**config.mk**
```make
export PLATFORM = sky130hd
export DESIGN_NAME = sccb_master_bit_sequencer
export DESIGN_NICKNAME = d
export VERILOG_FILES = /design/src/sccb_pkg.sv /design/src/sccb_master_bit_sequencer.sv
export SDC_FILE = /design/constraint.sdc
export NUM_CORES = 1
export LEC_CHECK = 0
export CORE_MARGIN = 2
export CORE_UTILIZATION = 35
export CTS_BUF_LIST = sky130_fd_sc_hd__clkbuf_8
export DETAILED_ROUTE_END_ITERATION = 6
export DONT_BUFFER_PORTS = 1
export HOLD_SLACK_MARGIN = 0.1
export PLACE_DENSITY_LB_ADDON = 0.05
export REMOVE_ABC_BUFFERS = 1
export SLEW_MARGIN = 10
export SYNTH_ARGS = -nofsm -noshare
export SYNTH_HDL_FRONTEND = slang
export SYNTH_SLANG_ARGS = --single-unit
```
**constraint.sdc**
```tcl
create_clock -name i_clk -period 11.7 [get_ports i_clk]
set_input_delay 0.585 -clock i_clk [delete_from_list [all_inputs] [get_ports i_clk]]
set_output_delay 0.585 -clock i_clk [all_outputs]
set_load 0.02 [all_outputs]
```
**src/sccb_pkg.sv**
```systemverilog
// Shared types and constants for the SCCB master bit sequencer.
package sccb_pkg;

    localparam int unsigned PHASE_W = 10;
    localparam int unsigned ACK_W   = 12;
    localparam int unsigned BYTE_W  = 8;
    localparam int unsigned PIDX_W  = 5;
    localparam int unsigned KIND_W  = 3;
    localparam int unsigned CFG_W   = 12;

    localparam logic [PHASE_W-1:0] PHASE_TICKS_RST = 10'd100;
    localparam logic [ACK_W-1:0]   ACK_WAIT_RST    = 12'd1000;

    // configuration register indexes
    localparam logic CFG_PHASE_TICKS = 1'b0;
    localparam logic CFG_ACK_WAIT    = 1'b1;

    // input item kinds
    typedef enum logic [KIND_W-1:0] {
        K_TICK  = 3'd0,
        K_START = 3'd1,
        K_STOP  = 3'd2,
        K_WRITE = 3'd3,
        K_READ  = 3'd4,
        K_NOACK = 3'd5
    } t_kind;

    // active command sequence
    typedef enum logic [5:0] {
        CS_IDLE  = 6'b000001,
        CS_START = 6'b000010,
        CS_STOP  = 6'b000100,
        CS_WRITE = 6'b001000,
        CS_READ  = 6'b010000,
        CS_NOACK = 6'b100000
    } t_cmd;

    // write phase holding SCL high for the acknowledge
    localparam logic [PIDX_W-1:0] WR_ACK_PHASE = 5'd26;
    localparam logic [PIDX_W-1:0] WR_REL_PHASE = 5'd25;
    localparam logic [PIDX_W-1:0] WR_LOW_PHASE = 5'd27;
    localparam logic [PIDX_W-1:0] WR_BIT_END   = 5'd24;

    typedef struct packed {
        logic              scl;
        logic              sda_out;
        logic              sda_drive;
        logic              busy;
        logic              done;
        logic              ack_ok;
        logic [BYTE_W-1:0] read_value;
        logic              rejected;
    } t_result;

    function automatic logic [PIDX_W-1:0] phase_total(input t_cmd cmd);
        case (cmd)
            CS_START: phase_total = 5'd4;
            CS_STOP:  phase_total = 5'd3;
            CS_NOACK: phase_total = 5'd4;
            CS_WRITE: phase_total = 5'd28;
            CS_READ:  phase_total = 5'd25;
            default:  phase_total = 5'd0;
        endcase
    endfunction

    // p / 3 for p < 32, by reciprocal multiply
    function automatic logic [PIDX_W-1:0] div3(input logic [PIDX_W-1:0] p);
        logic [PIDX_W+4-1:0] prod;
        prod = {4'd0, p} * 9'd11;
        div3 = {1'b0, prod[PIDX_W+4-1:5]};
    endfunction

    function automatic logic [1:0] mod3(input logic [PIDX_W-1:0] p);
        logic [PIDX_W+1:0] q3;
        logic [PIDX_W+1:0] diff;
        q3   = {2'd0, div3(p)} * 7'd3;
        diff = {2'd0, p} - q3;
        mod3 = diff[1:0];
    endfunction

endpackage

```
**src/sccb_master_bit_sequencer.sv**
```systemverilog
// SCCB master bit sequencer: command/tick input, pin-control result per beat.
//
// Input channel (i_valid / o_stall): each beat is a tick (carrying the sampled
// SDA level) or a command (start, stop, write byte, read byte, no-ack). A
// command that arrives while a sequence runs is flagged rejected and dropped.
// Output channel (o_valid / i_stall): exactly one result beat per input beat,
// carrying the SCL/SDA controls, busy, done, ack and the last read byte.
// The result is registered in the output stage; one beat is taken per cycle
// while o_stall is low, since the whole state update is a single short step
// on the phase and tick counters. A two-entry output stage (result register
// plus skid register) lets the input keep flowing for one beat while the
// receiver stalls; o_stall rises only once both entries hold results.
// Configuration writes (i_cfg_we) set phase_ticks (index 0) and
// ack_wait_ticks (index 1); they are taken at once and must come while idle.
// Synchronous reset releases both lines (SCL high, SDA driven high), returns
// to idle, restores the register defaults and empties the output stage.
module sccb_master_bit_sequencer (
    input  logic                          i_clk,
    input  logic                          i_rst_n,
    input  logic                          i_cfg_we,
    input  logic                          i_cfg_index,
    input  logic [sccb_pkg::CFG_W-1:0]    i_cfg_data,
    input  logic                          i_valid,
    output logic                          o_stall,
    input  logic [sccb_pkg::KIND_W-1:0]   i_kind,
    input  logic [sccb_pkg::BYTE_W-1:0]   i_data,
    input  logic                          i_sda_in,
    output logic                          o_valid,
    input  logic                          i_stall,
    output logic                          o_scl,
    output logic                          o_sda_out,
    output logic                          o_sda_drive,
    output logic                          o_busy_res,
    output logic                          o_done_res,
    output logic                          o_ack_ok,
    output logic [sccb_pkg::BYTE_W-1:0]   o_read_value,
    output logic                          o_rejected
);
    import sccb_pkg::*;

    logic [PHASE_W-1:0] r_phase_ticks;
    logic [ACK_W-1:0]   r_ack_wait;

    logic               r_scl, n_scl;
    logic               r_sda, n_sda;
    logic               r_sda_en, n_sda_en;
    t_cmd               r_cmd, n_cmd;
    logic [PIDX_W-1:0]  r_phase, n_phase;
    logic [ACK_W-1:0]   r_tick, n_tick;
    logic [BYTE_W-1:0]  r_shift, n_shift;
    logic               r_ack, n_ack;
    logic [BYTE_W-1:0]  r_last_read, n_last_read;

    t_result            res;
    t_result            r_out, r_skid;
    logic               r_out_vld, r_skid_vld;
    logic               accept;
    logic               out_free;

    assign o_stall  = r_skid_vld;
    assign accept   = i_valid & ~r_skid_vld;
    assign out_free = ~r_out_vld | ~i_stall;

    always_ff @(posedge i_clk) begin
        if (!i_rst_n) begin
            r_phase_ticks <= PHASE_TICKS_RST;
            r_ack_wait    <= ACK_WAIT_RST;
        end else if (i_cfg_we) begin
            case (i_cfg_index)
                CFG_PHASE_TICKS: r_phase_ticks <= i_cfg_data[PHASE_W-1:0];
                CFG_ACK_WAIT:    r_ack_wait    <= i_cfg_data[ACK_W-1:0];
                default:         r_ack_wait    <= r_ack_wait;
            endcase
        end
    end

    always_comb begin
        logic              tick_phase;
        logic              beg;
        t_cmd              bcmd;
        logic [PIDX_W-1:0] bp;
        logic [PIDX_W-1:0] rp;
        logic [PIDX_W-1:0] bq;
        logic [1:0]        r3;
        logic [2:0]        bsel;
        logic [ACK_W-1:0]  len;
        logic [ACK_W-1:0]  tnext;
        logic [PIDX_W-1:0] pnext;
        logic              done;
        logic              rej;

        n_scl       = r_scl;
        n_sda       = r_sda;
        n_sda_en    = r_sda_en;
        n_cmd       = r_cmd;
        n_phase     = r_phase;
        n_tick      = r_tick;
        n_shift     = r_shift;
        n_ack       = r_ack;
        n_last_read = r_last_read;
        beg         = 1'b0;
        bcmd        = r_cmd;
        bp          = r_phase;
        done        = 1'b0;
        rej         = 1'b0;
        tick_phase  = 1'b0;
        rp          = '0;
        bq          = '0;
        r3          = '0;
        bsel        = '0;
        pnext       = r_phase + 5'd1;
        tnext       = r_tick + 12'd1;

        if (r_cmd == CS_WRITE && r_phase == WR_ACK_PHASE) begin
            len = r_ack_wait;
        end else begin
            len = {{(ACK_W-PHASE_W){1'b0}}, r_phase_ticks};
        end
        if (len == '0) begin
            len = 12'd1;
        end

        case (t_kind'(i_kind))
            K_TICK: begin
                if (r_cmd != CS_IDLE) begin
                    tick_phase = 1'b1;
                end
            end
            K_START, K_STOP, K_WRITE, K_READ, K_NOACK: begin
                if (r_cmd != CS_IDLE) begin
                    rej = 1'b1;
                end else begin
                    case (t_kind'(i_kind))
                        K_START: bcmd = CS_START;
                        K_STOP:  bcmd = CS_STOP;
                        K_WRITE: bcmd = CS_WRITE;
                        K_READ:  bcmd = CS_READ;
                        default: bcmd = CS_NOACK;
                    endcase
                    n_cmd   = bcmd;
                    n_phase = '0;
                    n_tick  = '0;
                    n_shift = (t_kind'(i_kind) == K_WRITE) ? i_data : '0;
                    bp      = '0;
                    beg     = 1'b1;
                end
            end
            default: ;
        endcase

        if (tick_phase) begin
            n_tick = tnext;
            if (tnext >= len) begin
                if (r_cmd == CS_WRITE && r_phase == WR_ACK_PHASE) begin
                    n_ack = ~i_sda_in;
                end else if (r_cmd == CS_READ && r_phase != '0
                             && mod3(r_phase - 5'd1) == 2'd1) begin
                    n_shift = {r_shift[BYTE_W-2:0], i_sda_in};
                end
                n_tick  = '0;
                n_phase = pnext;
                if (pnext >= phase_total(r_cmd)) begin
                    if (r_cmd == CS_WRITE) begin
                        n_sda_en = 1'b1;
                    end
                    if (r_cmd == CS_READ) begin
                        n_last_read = n_shift;
                    end
                    n_cmd   = CS_IDLE;
                    n_phase = '0;
                    done    = 1'b1;
                end else begin
                    bp  = pnext;
                    beg = 1'b1;
                end
            end
        end

        if (beg) begin
            case (bcmd)
                CS_START: begin
                    case (bp[1:0])
                        2'd0:    begin n_sda = 1'b1; n_sda_en = 1'b1; end
                        2'd1:    n_scl = 1'b1;
                        2'd2:    begin n_sda = 1'b0; n_sda_en = 1'b1; end
                        default: n_scl = 1'b0;
                    endcase
                end
                CS_STOP: begin
                    case (bp[1:0])
                        2'd0:    begin n_sda = 1'b0; n_sda_en = 1'b1; end
                        2'd1:    n_scl = 1'b1;
                        default: begin n_sda = 1'b1; n_sda_en = 1'b1; end
                    endcase
                end
                CS_NOACK: begin
                    case (bp[1:0])
                        2'd0:    begin n_sda = 1'b1; n_sda_en = 1'b1; end
                        2'd1:    n_scl = 1'b1;
                        2'd2:    n_scl = 1'b0;
                        default: begin n_sda = 1'b0; n_sda_en = 1'b1; end
                    endcase
                end
                CS_WRITE: begin
                    if (bp < WR_BIT_END) begin
                        r3   = mod3(bp);
                        bq   = div3(bp);
                        bsel = ~bq[2:0];
                        case (r3)
                            2'd0: begin
                                n_sda    = n_shift[bsel];
                                n_sda_en = 1'b1;
                            end
                            2'd1:    n_scl = 1'b1;
                            default: n_scl = 1'b0;
                        endcase
                    end else if (bp == WR_REL_PHASE) begin
                        n_sda_en = 1'b0;
                    end else if (bp == WR_ACK_PHASE) begin
                        n_scl = 1'b1;
                    end else if (bp == WR_LOW_PHASE) begin
                        n_scl = 1'b0;
                    end
                end
                CS_READ: begin
                    if (bp == '0) begin
                        n_sda_en = 1'b0;
                    end else begin
                        rp = bp - 5'd1;
                        r3 = mod3(rp);
                        case (r3)
                            2'd1:    n_scl = 1'b1;
                            2'd2:    n_scl = 1'b0;
                            default: ;
                        endcase
                    end
                end
                default: ;
            endcase
        end

        res.scl        = n_scl;
        res.sda_out    = n_sda;
        res.sda_drive  = n_sda_en;
        res.busy       = (n_cmd != CS_IDLE);
        res.done       = done;
        res.ack_ok     = n_ack;
        res.read_value = n_last_read;
        res.rejected   = rej;
    end

    always_ff @(posedge i_clk) begin
        if (!i_rst_n) begin
            r_scl       <= 1'b1;
            r_sda       <= 1'b1;
            r_sda_en    <= 1'b1;
            r_cmd       <= CS_IDLE;
            r_phase     <= '0;
            r_tick      <= '0;
            r_shift     <= '0;
            r_ack       <= 1'b0;
            r_last_read <= '0;
        end else if (accept) begin
            r_scl       <= n_scl;
            r_sda       <= n_sda;
            r_sda_en    <= n_sda_en;
            r_cmd       <= n_cmd;
            r_phase     <= n_phase;
            r_tick      <= n_tick;
            r_shift     <= n_shift;
            r_ack       <= n_ack;
            r_last_read <= n_last_read;
        end
    end

    always_ff @(posedge i_clk) begin
        if (!i_rst_n) begin
            r_out_vld  <= 1'b0;
            r_skid_vld <= 1'b0;
        end else if (out_free) begin
            if (r_skid_vld) begin
                r_out_vld  <= 1'b1;
                r_skid_vld <= 1'b0;
            end else begin
                r_out_vld  <= accept;
            end
        end else if (accept) begin
            r_skid_vld <= 1'b1;
        end
    end

    always_ff @(posedge i_clk) begin
        if (out_free) begin
            if (r_skid_vld) begin
                r_out <= r_skid;
            end else if (accept) begin
                r_out <= res;
            end
        end else if (accept) begin
            r_skid <= res;
        end
    end

    assign o_valid      = r_out_vld;
    assign o_scl        = r_out.scl;
    assign o_sda_out    = r_out.sda_out;
    assign o_sda_drive  = r_out.sda_drive;
    assign o_busy_res   = r_out.busy;
    assign o_done_res   = r_out.done;
    assign o_ack_ok     = r_out.ack_ok;
    assign o_read_value = r_out.read_value;
    assign o_rejected   = r_out.rejected;

endmodule
```
# After elaboration in Yosys (flattened, before gate mapping)
# Cells that the tools add are included.
[word_totals]
reg_bits = 97
in_bits = 30
out_inout_bits = 17
elab_cells = 190
[op_classes]
add_sub_neg = 7
n_mul = 6
magnitude_cmp = 4
n_eq_ne = 28
muxes = 85
n_bitwise = 10
reduce_logical = 21
[op_table]
columns = ["op", "n"]
rows = [
  ["8-bit two-way mux", 11],
  ["12-bit two-way mux", 6],
  ["5-bit two-way mux", 10],
  ["1-bit two-way mux", 38],
  ["15-bit two-way mux", 2],
  ["6-bit two-way mux", 5],
  ["5-bit by 4-bit multiplier with 9-bit output, second input constant", 3],
  ["6-bit case mux with 4 select lines", 1],
  ["5-bit equality test, second input constant", 4],
  ["5-bit case mux with 4 select lines", 1],
  ["1-bit case mux with 2 select lines", 7],
  ["12-bit by 1-bit adder with 12-bit output, second input constant", 1],
  ["6-bit by 2-bit equality test with 1-bit output, second input constant", 2],
  ["6-bit by 3-bit equality test with 1-bit output, second input constant", 2],
  ["6-bit by 4-bit equality test with 1-bit output, second input constant", 2],
  ["6-bit by 5-bit equality test with 1-bit output, second input constant", 2],
  ["6-bit equality test, second input constant", 2],
  ["12-bit greater-or-equal comparator", 1],
  ["12-bit zero test", 1],
  ["4-bit by 2-bit multiplier with 2-bit output, second input constant", 3],
  ["6-bit by 1-bit != test with 1-bit output, second input constant", 2],
  ["1-bit case mux with 5 select lines", 2],
  ["5-bit by 1-bit subtractor with 5-bit output, second input constant", 2],
  ["2-bit by 1-bit equality test with 1-bit output, second input constant", 4],
  ["other kinds (26)", 47],
]

# Depth between registers and ports, before layout
[logic_depth]
depth_word = 23
mapped_depth = 40

# Worst setup path before layout
# No wires, ideal clock.
[synth_path]
path_kind = "register to register"
startpoint = "reg r_cmd[1]"
endpoint = "reg r_out, in the netlist o_scl, data pin"
setup_ns = 0.279
arrival_ns = 8.168
t_required_ns = 11.421
setup_slack_ns = 3.254
path_stages_with_launch = 37
path_cell_list = "dfxtp_1 > buf_2 > or3_1 > nor4b_1 > and4_1 > clkbuf_1 > buf_1 > mux2i_1 > nand4_1 > o31ai_1 > ha_1 > nand2b_1 > a2111oi_0 > o41a_1 > nor3_1 > buf_2 > a21oi_1 > nand2_1 > o21ai_0 > inv_1 > ha_1 > xnor2_1 > ha_1 > ha_1 > ha_1 > a31o_2 > a21oi_1 > xnor2_1 > ha_1 > xor2_1 > xnor2_1 > xnor2_1 > xnor2_1 > ha_1 > nor4bb_1 > a211oi_1 > a31oi_1"
[synth_between]
elab_chain_cells = 20
[synth_rtl]
columns = ["element", "line", "text"]
rows = [
  ["start: declaration", "sccb_master_bit_sequencer.sv:47", "t_cmd r_cmd, n_cmd;"],
  ["start signal: assignment", "sccb_master_bit_sequencer.sv:267", "r_cmd <= n_cmd;"],
  ["parallel branches: the longest is 17 deep, another holds 12-bit greater-or-equal comparator", "--", ""],
  ["1-bit two-way mux (*)", "sccb_master_bit_sequencer.sv:179", "if (beg) begin"],
  ["15-bit two-way mux (*)", "sccb_master_bit_sequencer.sv:296", "end else if (accept) begin"],
  ["15-bit two-way mux (*)", "sccb_master_bit_sequencer.sv:294", "if (r_skid_vld) begin"],
  ["end signal: assignment", "sccb_master_bit_sequencer.sv:295", "r_out <= r_skid;"],
  ["end signal: assignment", "sccb_master_bit_sequencer.sv:297", "r_out <= res;"],
  ["end: declaration", "sccb_master_bit_sequencer.sv:55", "t_result r_out, r_skid;"],
]
# Mark *: on every way between the ends. The select of a mux whose other input is x is not followed.
# A chain may end at the register's enable or synchronous reset.

# Worst setup path in the final report
# Same ends and word-level chain as after synthesis.

==> impl_metrics.prom <==
# TYPE chip_impl_metric gauge
chip_impl_metric{name="power.density_cell_area",unit="nW/µm²"} 96.34
chip_impl_metric{name="totalPowerFinal",unit="mW"} 0.6791
chip_impl_metric{name="fp.dieW",unit="µm"} 142.2
chip_impl_metric{name="area_delta_synth_final",unit="%"} 5.466
chip_impl_metric{name="synth_xor_xnor_area_share",unit=""} 0.04979
chip_impl_metric{name="die_area",unit="µm²"} 20220
chip_impl_metric{name="hold_viol_final",unit=""} 0
chip_impl_metric{name="report.final.slew_viol_count",unit=""} 0
chip_impl_metric{name="timing.critical_path.arrival",unit="ps"} 10140
chip_impl_info{name="mostFrequentLayoutCells",value="122 x sky130_fd_sc_hd__nand2_1, 67 x sky130_fd_sc_hd__dfxtp_1, 63 x sky130_fd_sc_hd__ha_1, 55 x sky130_fd_sc_hd__nor2_1, 49 x sky130_fd_sc_hd__o21ai_0"} 1
chip_impl_metric{name="synth.mux.area_fraction",unit=""} 0.06084
chip_impl_info{name="clock_root_buffer_master",value="sky130_fd_sc_hd__clkbuf_8"} 1
chip_impl_metric{name="syn_inst",unit=""} 781
chip_impl_metric{name="post-route-cell-area",unit="µm²"} 7049
chip_impl_metric{name="fp.coreArea",unit="µm²"} 18710
chip_impl_metric{name="globalplace.congestion",unit=""} 0.9064
chip_impl_metric{name="initial_utilization",unit=""} 0.3573
chip_impl_metric{name="postCtsResizedCells",unit=""} 0
chip_impl_metric{name="numCtsBuffers",unit=""} 9
chip_impl_metric{name="setup_viol",unit=""} 0
chip_impl_metric{name="vias",unit=""} 5410
chip_impl_metric{name="worst_slew_pin_slew",unit="ps"} 879.8
chip_impl_metric{name="synth_edf_count",unit=""} 30
chip_impl_metric{name="layout-drive-gt1-share",unit=""} 0.05752
chip_impl_info{name="setup.worst_path.start_class",value="flip-flop"} 1
chip_impl_metric{name="cp_max_fo",unit=""} 14
chip_impl_metric{name="cellLeakagePower",unit="nW"} 2.981
chip_impl_metric{name="clock.fmax",unit="MHz"} 99.91
chip_impl_metric{name="cts-htree-levels",unit=""} 3
chip_impl_metric{name="finalCritPeriodShare",unit=""} 0.8555
chip_impl_metric{name="rows",unit=""} 50
chip_impl_metric{name="post-cts-setup-buffer-count",unit=""} 0
chip_impl_metric{name="slew-limit-headroom",unit=""} 0.4073
chip_impl_metric{name="detail_route.wirelength",unit="mm"} 17.32
chip_impl_metric{name="antenna_violating_nets_post_route",unit=""} 0
chip_impl_metric{name="synth-adder-area-share",unit=""} 0.1269
chip_impl_metric{name="grt_remaining_overflow",unit=""} 0
chip_impl_metric{name="number_of_vias_per_cell",unit=""} 5.415
chip_impl_metric{name="clk-insertion-delay-late",unit="ps"} 380
chip_impl_info{name="cp_slowest_cell",value="sky130_fd_sc_hd__and4_1"} 1
chip_impl_metric{name="avgRoutedWirePerCell",unit="µm"} 17.34
chip_impl_info{name="synth_top_family_by_area",value="simple AND/OR/NAND/NOR gates"} 1
chip_impl_metric{name="cts.reportedPaths.clkPinSlew",unit="ps"} 110
chip_impl_metric{name="drtPass1Iterations",unit=""} 5
chip_impl_metric{name="grt_antenna_before_repair",unit=""} 0
chip_impl_metric{name="max-clock-path-buffers",unit=""} 2
chip_impl_metric{name="setup_ws",unit="ps"} 1691
chip_impl_metric{name="critical_path_buffer_and_inverter_count",unit=""} 4
chip_impl_info{name="crit_family",value="compound AO/OA/AOI/OAI gates"} 1
chip_impl_metric{name="initialDrtViolationCount",unit=""} 313
chip_impl_metric{name="yosys.area_share.simple",unit=""} 0.2168
chip_impl_metric{name="synth_cell_types",unit=""} 68
chip_impl_metric{name="async_flop_share",unit=""} 0
chip_impl_metric{name="design.portCount",unit=""} 47
chip_impl_metric{name="maximum_number_of_pins_on_one_net_before_global_route_repair",unit=""} 64
chip_impl_metric{name="finalClockSkew",unit="ps"} 13.99
chip_impl_metric{name="timing.setup.tns",unit="ps"} 0
chip_impl_metric{name="synth-compound-area-share",unit=""} 0.1685
chip_impl_info{name="mostFrequentLayoutCell",value="sky130_fd_sc_hd__nand2_1"} 1
chip_impl_metric{name="cap_viol_max_count",unit=""} 0
chip_impl_metric{name="synth_warnings",unit=""} 0
chip_impl_info{name="end_kind",value="flip-flop"} 1
chip_impl_metric{name="global_route_wire_length_before_repair",unit="mm"} 27.71
chip_impl_metric{name="drc",unit=""} 0
chip_impl_metric{name="num_antenna_cells",unit=""} 0
chip_impl_info{name="outcome",value="complete, no violations"} 1
chip_impl_metric{name="io_buffer_count",unit=""} 0
chip_impl_metric{name="number_of_synthesized_register_bits",unit=""} 97
chip_impl_metric{name="cts_num_sinks",unit=""} 97
chip_impl_metric{name="final_period_minus_worst_setup_slack",unit="ps"} 10010
chip_impl_metric{name="detailedPlacementHpwl",unit="mm"} 12.91
chip_impl_metric{name="grt_util_all_layers",unit=""} 0.1737
chip_impl_metric{name="number_of_global_route_vias_before_repair",unit=""} 5295
chip_impl_info{name="rsz0062_at_grt",value="false"} 1
chip_impl_metric{name="placement.setup.worst_slack",unit="ps"} 1668
chip_impl_metric{name="placed_area",unit="µm²"} 6863
chip_impl_metric{name="ir_worst_vdd",unit="mV"} 0.06235
chip_impl_metric{name="final_net_count",unit=""} 856
chip_impl_metric{name="crit_required",unit="ps"} 11830
chip_impl_info{name="cts_tree",value="done"} 1
chip_impl_metric{name="fillers",unit=""} 1905
chip_impl_metric{name="syn_area_per_cell",unit="µm²"} 8.558
chip_impl_metric{name="floorplan.die.height",unit="µm"} 142.2
chip_impl_metric{name="worst_path_largest_cell_delay",unit="ps"} 780
chip_impl_info{name="worstHoldPathType",value="input pin to flip-flop"} 1
chip_impl_info{name="ys.flop_type",value="sky130_fd_sc_hd__dfxtp_1"} 1
chip_impl_info{name="path_class",value="flip-flop to flip-flop"} 1
chip_impl_metric{name="postCtsHoldBufs",unit=""} 0
chip_impl_metric{name="synthesis.area",unit="µm²"} 6684
chip_impl_metric{name="finish.utilization",unit=""} 0.3769
chip_impl_metric{name="seq_area_frac_synth",unit=""} 0.3355
-- worst reg2reg max path, delay by kind of cell, from the launching register on --
kind                       cells  cell delay [ps]
adders and majority gates      6             1910
DFF                            1              420
and+or+nand+nor                9             2640
AOI/OAI and AO/OA              9             2730
xor gates and xnor gates       6             1030
muxes                          1              360
buffers and inverters          4              680
-- cell type report --
class / instances / area (µm²) / share of cell area
Timing Repair Buffer: 6 / 45.04 / 0.006390
Tap cell: 234 / 292.8 / 0.04153
Multi-Input combinational cell: 614 / 4163 / 0.5905
Clock buffer: 9 / 123.9 / 0.01757
Clock inverter: 7 / 62.56 / 0.008875
Sequential cell: 97 / 2242 / 0.3181
Inverter: 32 / 120.1 / 0.01704
-- stage by stage --
step,std cells,hold WS [ps]
CTS,999,253.8
detailed placement,983,458.4
global route,999,245.2
global placement,983,453.2
floorplan,743,438.0
finish,999,271.5
-- sequential cells by signal (all words and copies together) (netlist names), 5 cells and up --
name / count
r_phase: 5
r_cmd: 6
r_skid: 15
r_shift: 8
r_tick: 12
r_last_read: 8
r_ack_wait: 12
r_phase_ticks: 10
o_read_value: 8
-- synth_stat cells (4+ instances only) --
| master | n | area, µm² |
|---|---|---|
| sky130_fd_sc_hd__ha_1 | 63 | 788.3 |
| sky130_fd_sc_hd__a21oi_1 | 26 | 130.1 |
| sky130_fd_sc_hd__xnor2_1 | 21 | 183.9 |
| sky130_fd_sc_hd__a21boi_0 | 19 | 142.6 |
| sky130_fd_sc_hd__nand4_1 | 4 | 25.02 |
| sky130_fd_sc_hd__nor3b_1 | 11 | 82.58 |
| sky130_fd_sc_hd__nor3_1 | 16 | 80.08 |
| sky130_fd_sc_hd__dfxtp_1 | 67 | 1341 |
| sky130_fd_sc_hd__o21ai_0 | 49 | 245.2 |
| sky130_fd_sc_hd__nor2_1 | 55 | 206.5 |
| sky130_fd_sc_hd__and2_1 | 19 | 118.9 |
| sky130_fd_sc_hd__a31oi_1 | 8 | 50.05 |
| sky130_fd_sc_hd__a22oi_1 | 9 | 67.56 |
| sky130_fd_sc_hd__or3_1 | 6 | 37.54 |
| sky130_fd_sc_hd__nor2b_1 | 14 | 87.58 |
| sky130_fd_sc_hd__and3_1 | 10 | 62.56 |
| sky130_fd_sc_hd__edfxtp_1 | 30 | 900.9 |
| sky130_fd_sc_hd__inv_1 | 31 | 116.4 |
| sky130_fd_sc_hd__nand2b_1 | 6 | 37.54 |
| sky130_fd_sc_hd__mux2i_1 | 26 | 260.3 |
| sky130_fd_sc_hd__a211oi_1 | 4 | 30.03 |
| sky130_fd_sc_hd__clkbuf_1 | 29 | 108.9 |
| sky130_fd_sc_hd__a21o_1 | 5 | 37.54 |
| sky130_fd_sc_hd__o21a_1 | 4 | 30.03 |
| sky130_fd_sc_hd__mux2_2 | 13 | 146.4 |
| sky130_fd_sc_hd__buf_2 | 7 | 35.03 |
| sky130_fd_sc_hd__nand3_1 | 19 | 95.09 |
| sky130_fd_sc_hd__nand2_1 | 122 | 457.9 |
| sky130_fd_sc_hd__a22o_1 | 7 | 61.31 |
| sky130_fd_sc_hd__o211ai_1 | 6 | 45.04 |
| sky130_fd_sc_hd__xor2_1 | 17 | 148.9 |
-- routing by layer --
layer	share of wire	track usage	vias up	wire length (µm)
met3	0.039	0.03499	27	667
met2	0.48	0.3016	116	8349
met5	0	0	-	0
met4	0.018	0.04579	0	318
met1	0.46	0.2200	2538	7983
li1	-	-	2729	-
-- power by group --
| group | total [mW] | switching (mW) | internal [mW] | leakage (nW) |
|---|---|---|---|---|
| logic | 0.0841 | 0.0527 | 0.0314 | 2.06 |
| registers | 0.381 | 0.0172 | 0.364 | 0.827 |
| clock network | 0.214 | 0.132 | 0.0818 | 0.0976 |
-- kinds of logic after synthesis --
group | Yosys count
adders and majority gates | 66
and+or+nand+nor | 301
muxes | 39
DFF | 97
xor gates and xnor gates | 38
AOI/OAI and AO/OA | 170
buffers and inverters | 70
-- path summary, 6_finish.rpt --
path                                      start                       endpoint  slack (ps)  cells past startpoint
setup / recovery          r_cmd[1]$_SDFFE_PN0P_                o_scl$_DFFE_PP_        1690                     35
hold / removal                          i_rst_n     r_ack_wait[5]$_SDFFE_PN1P_         270                      1
setup reg to reg          r_cmd[1]$_SDFFE_PN0P_                o_scl$_DFFE_PP_        1690                     35
hold reg to reg   r_phase_ticks[4]$_SDFFE_PN0P_  r_phase_ticks[4]$_SDFFE_PN0P_         470                      2
Note: power is estimated with default switching activity, not from simulation.
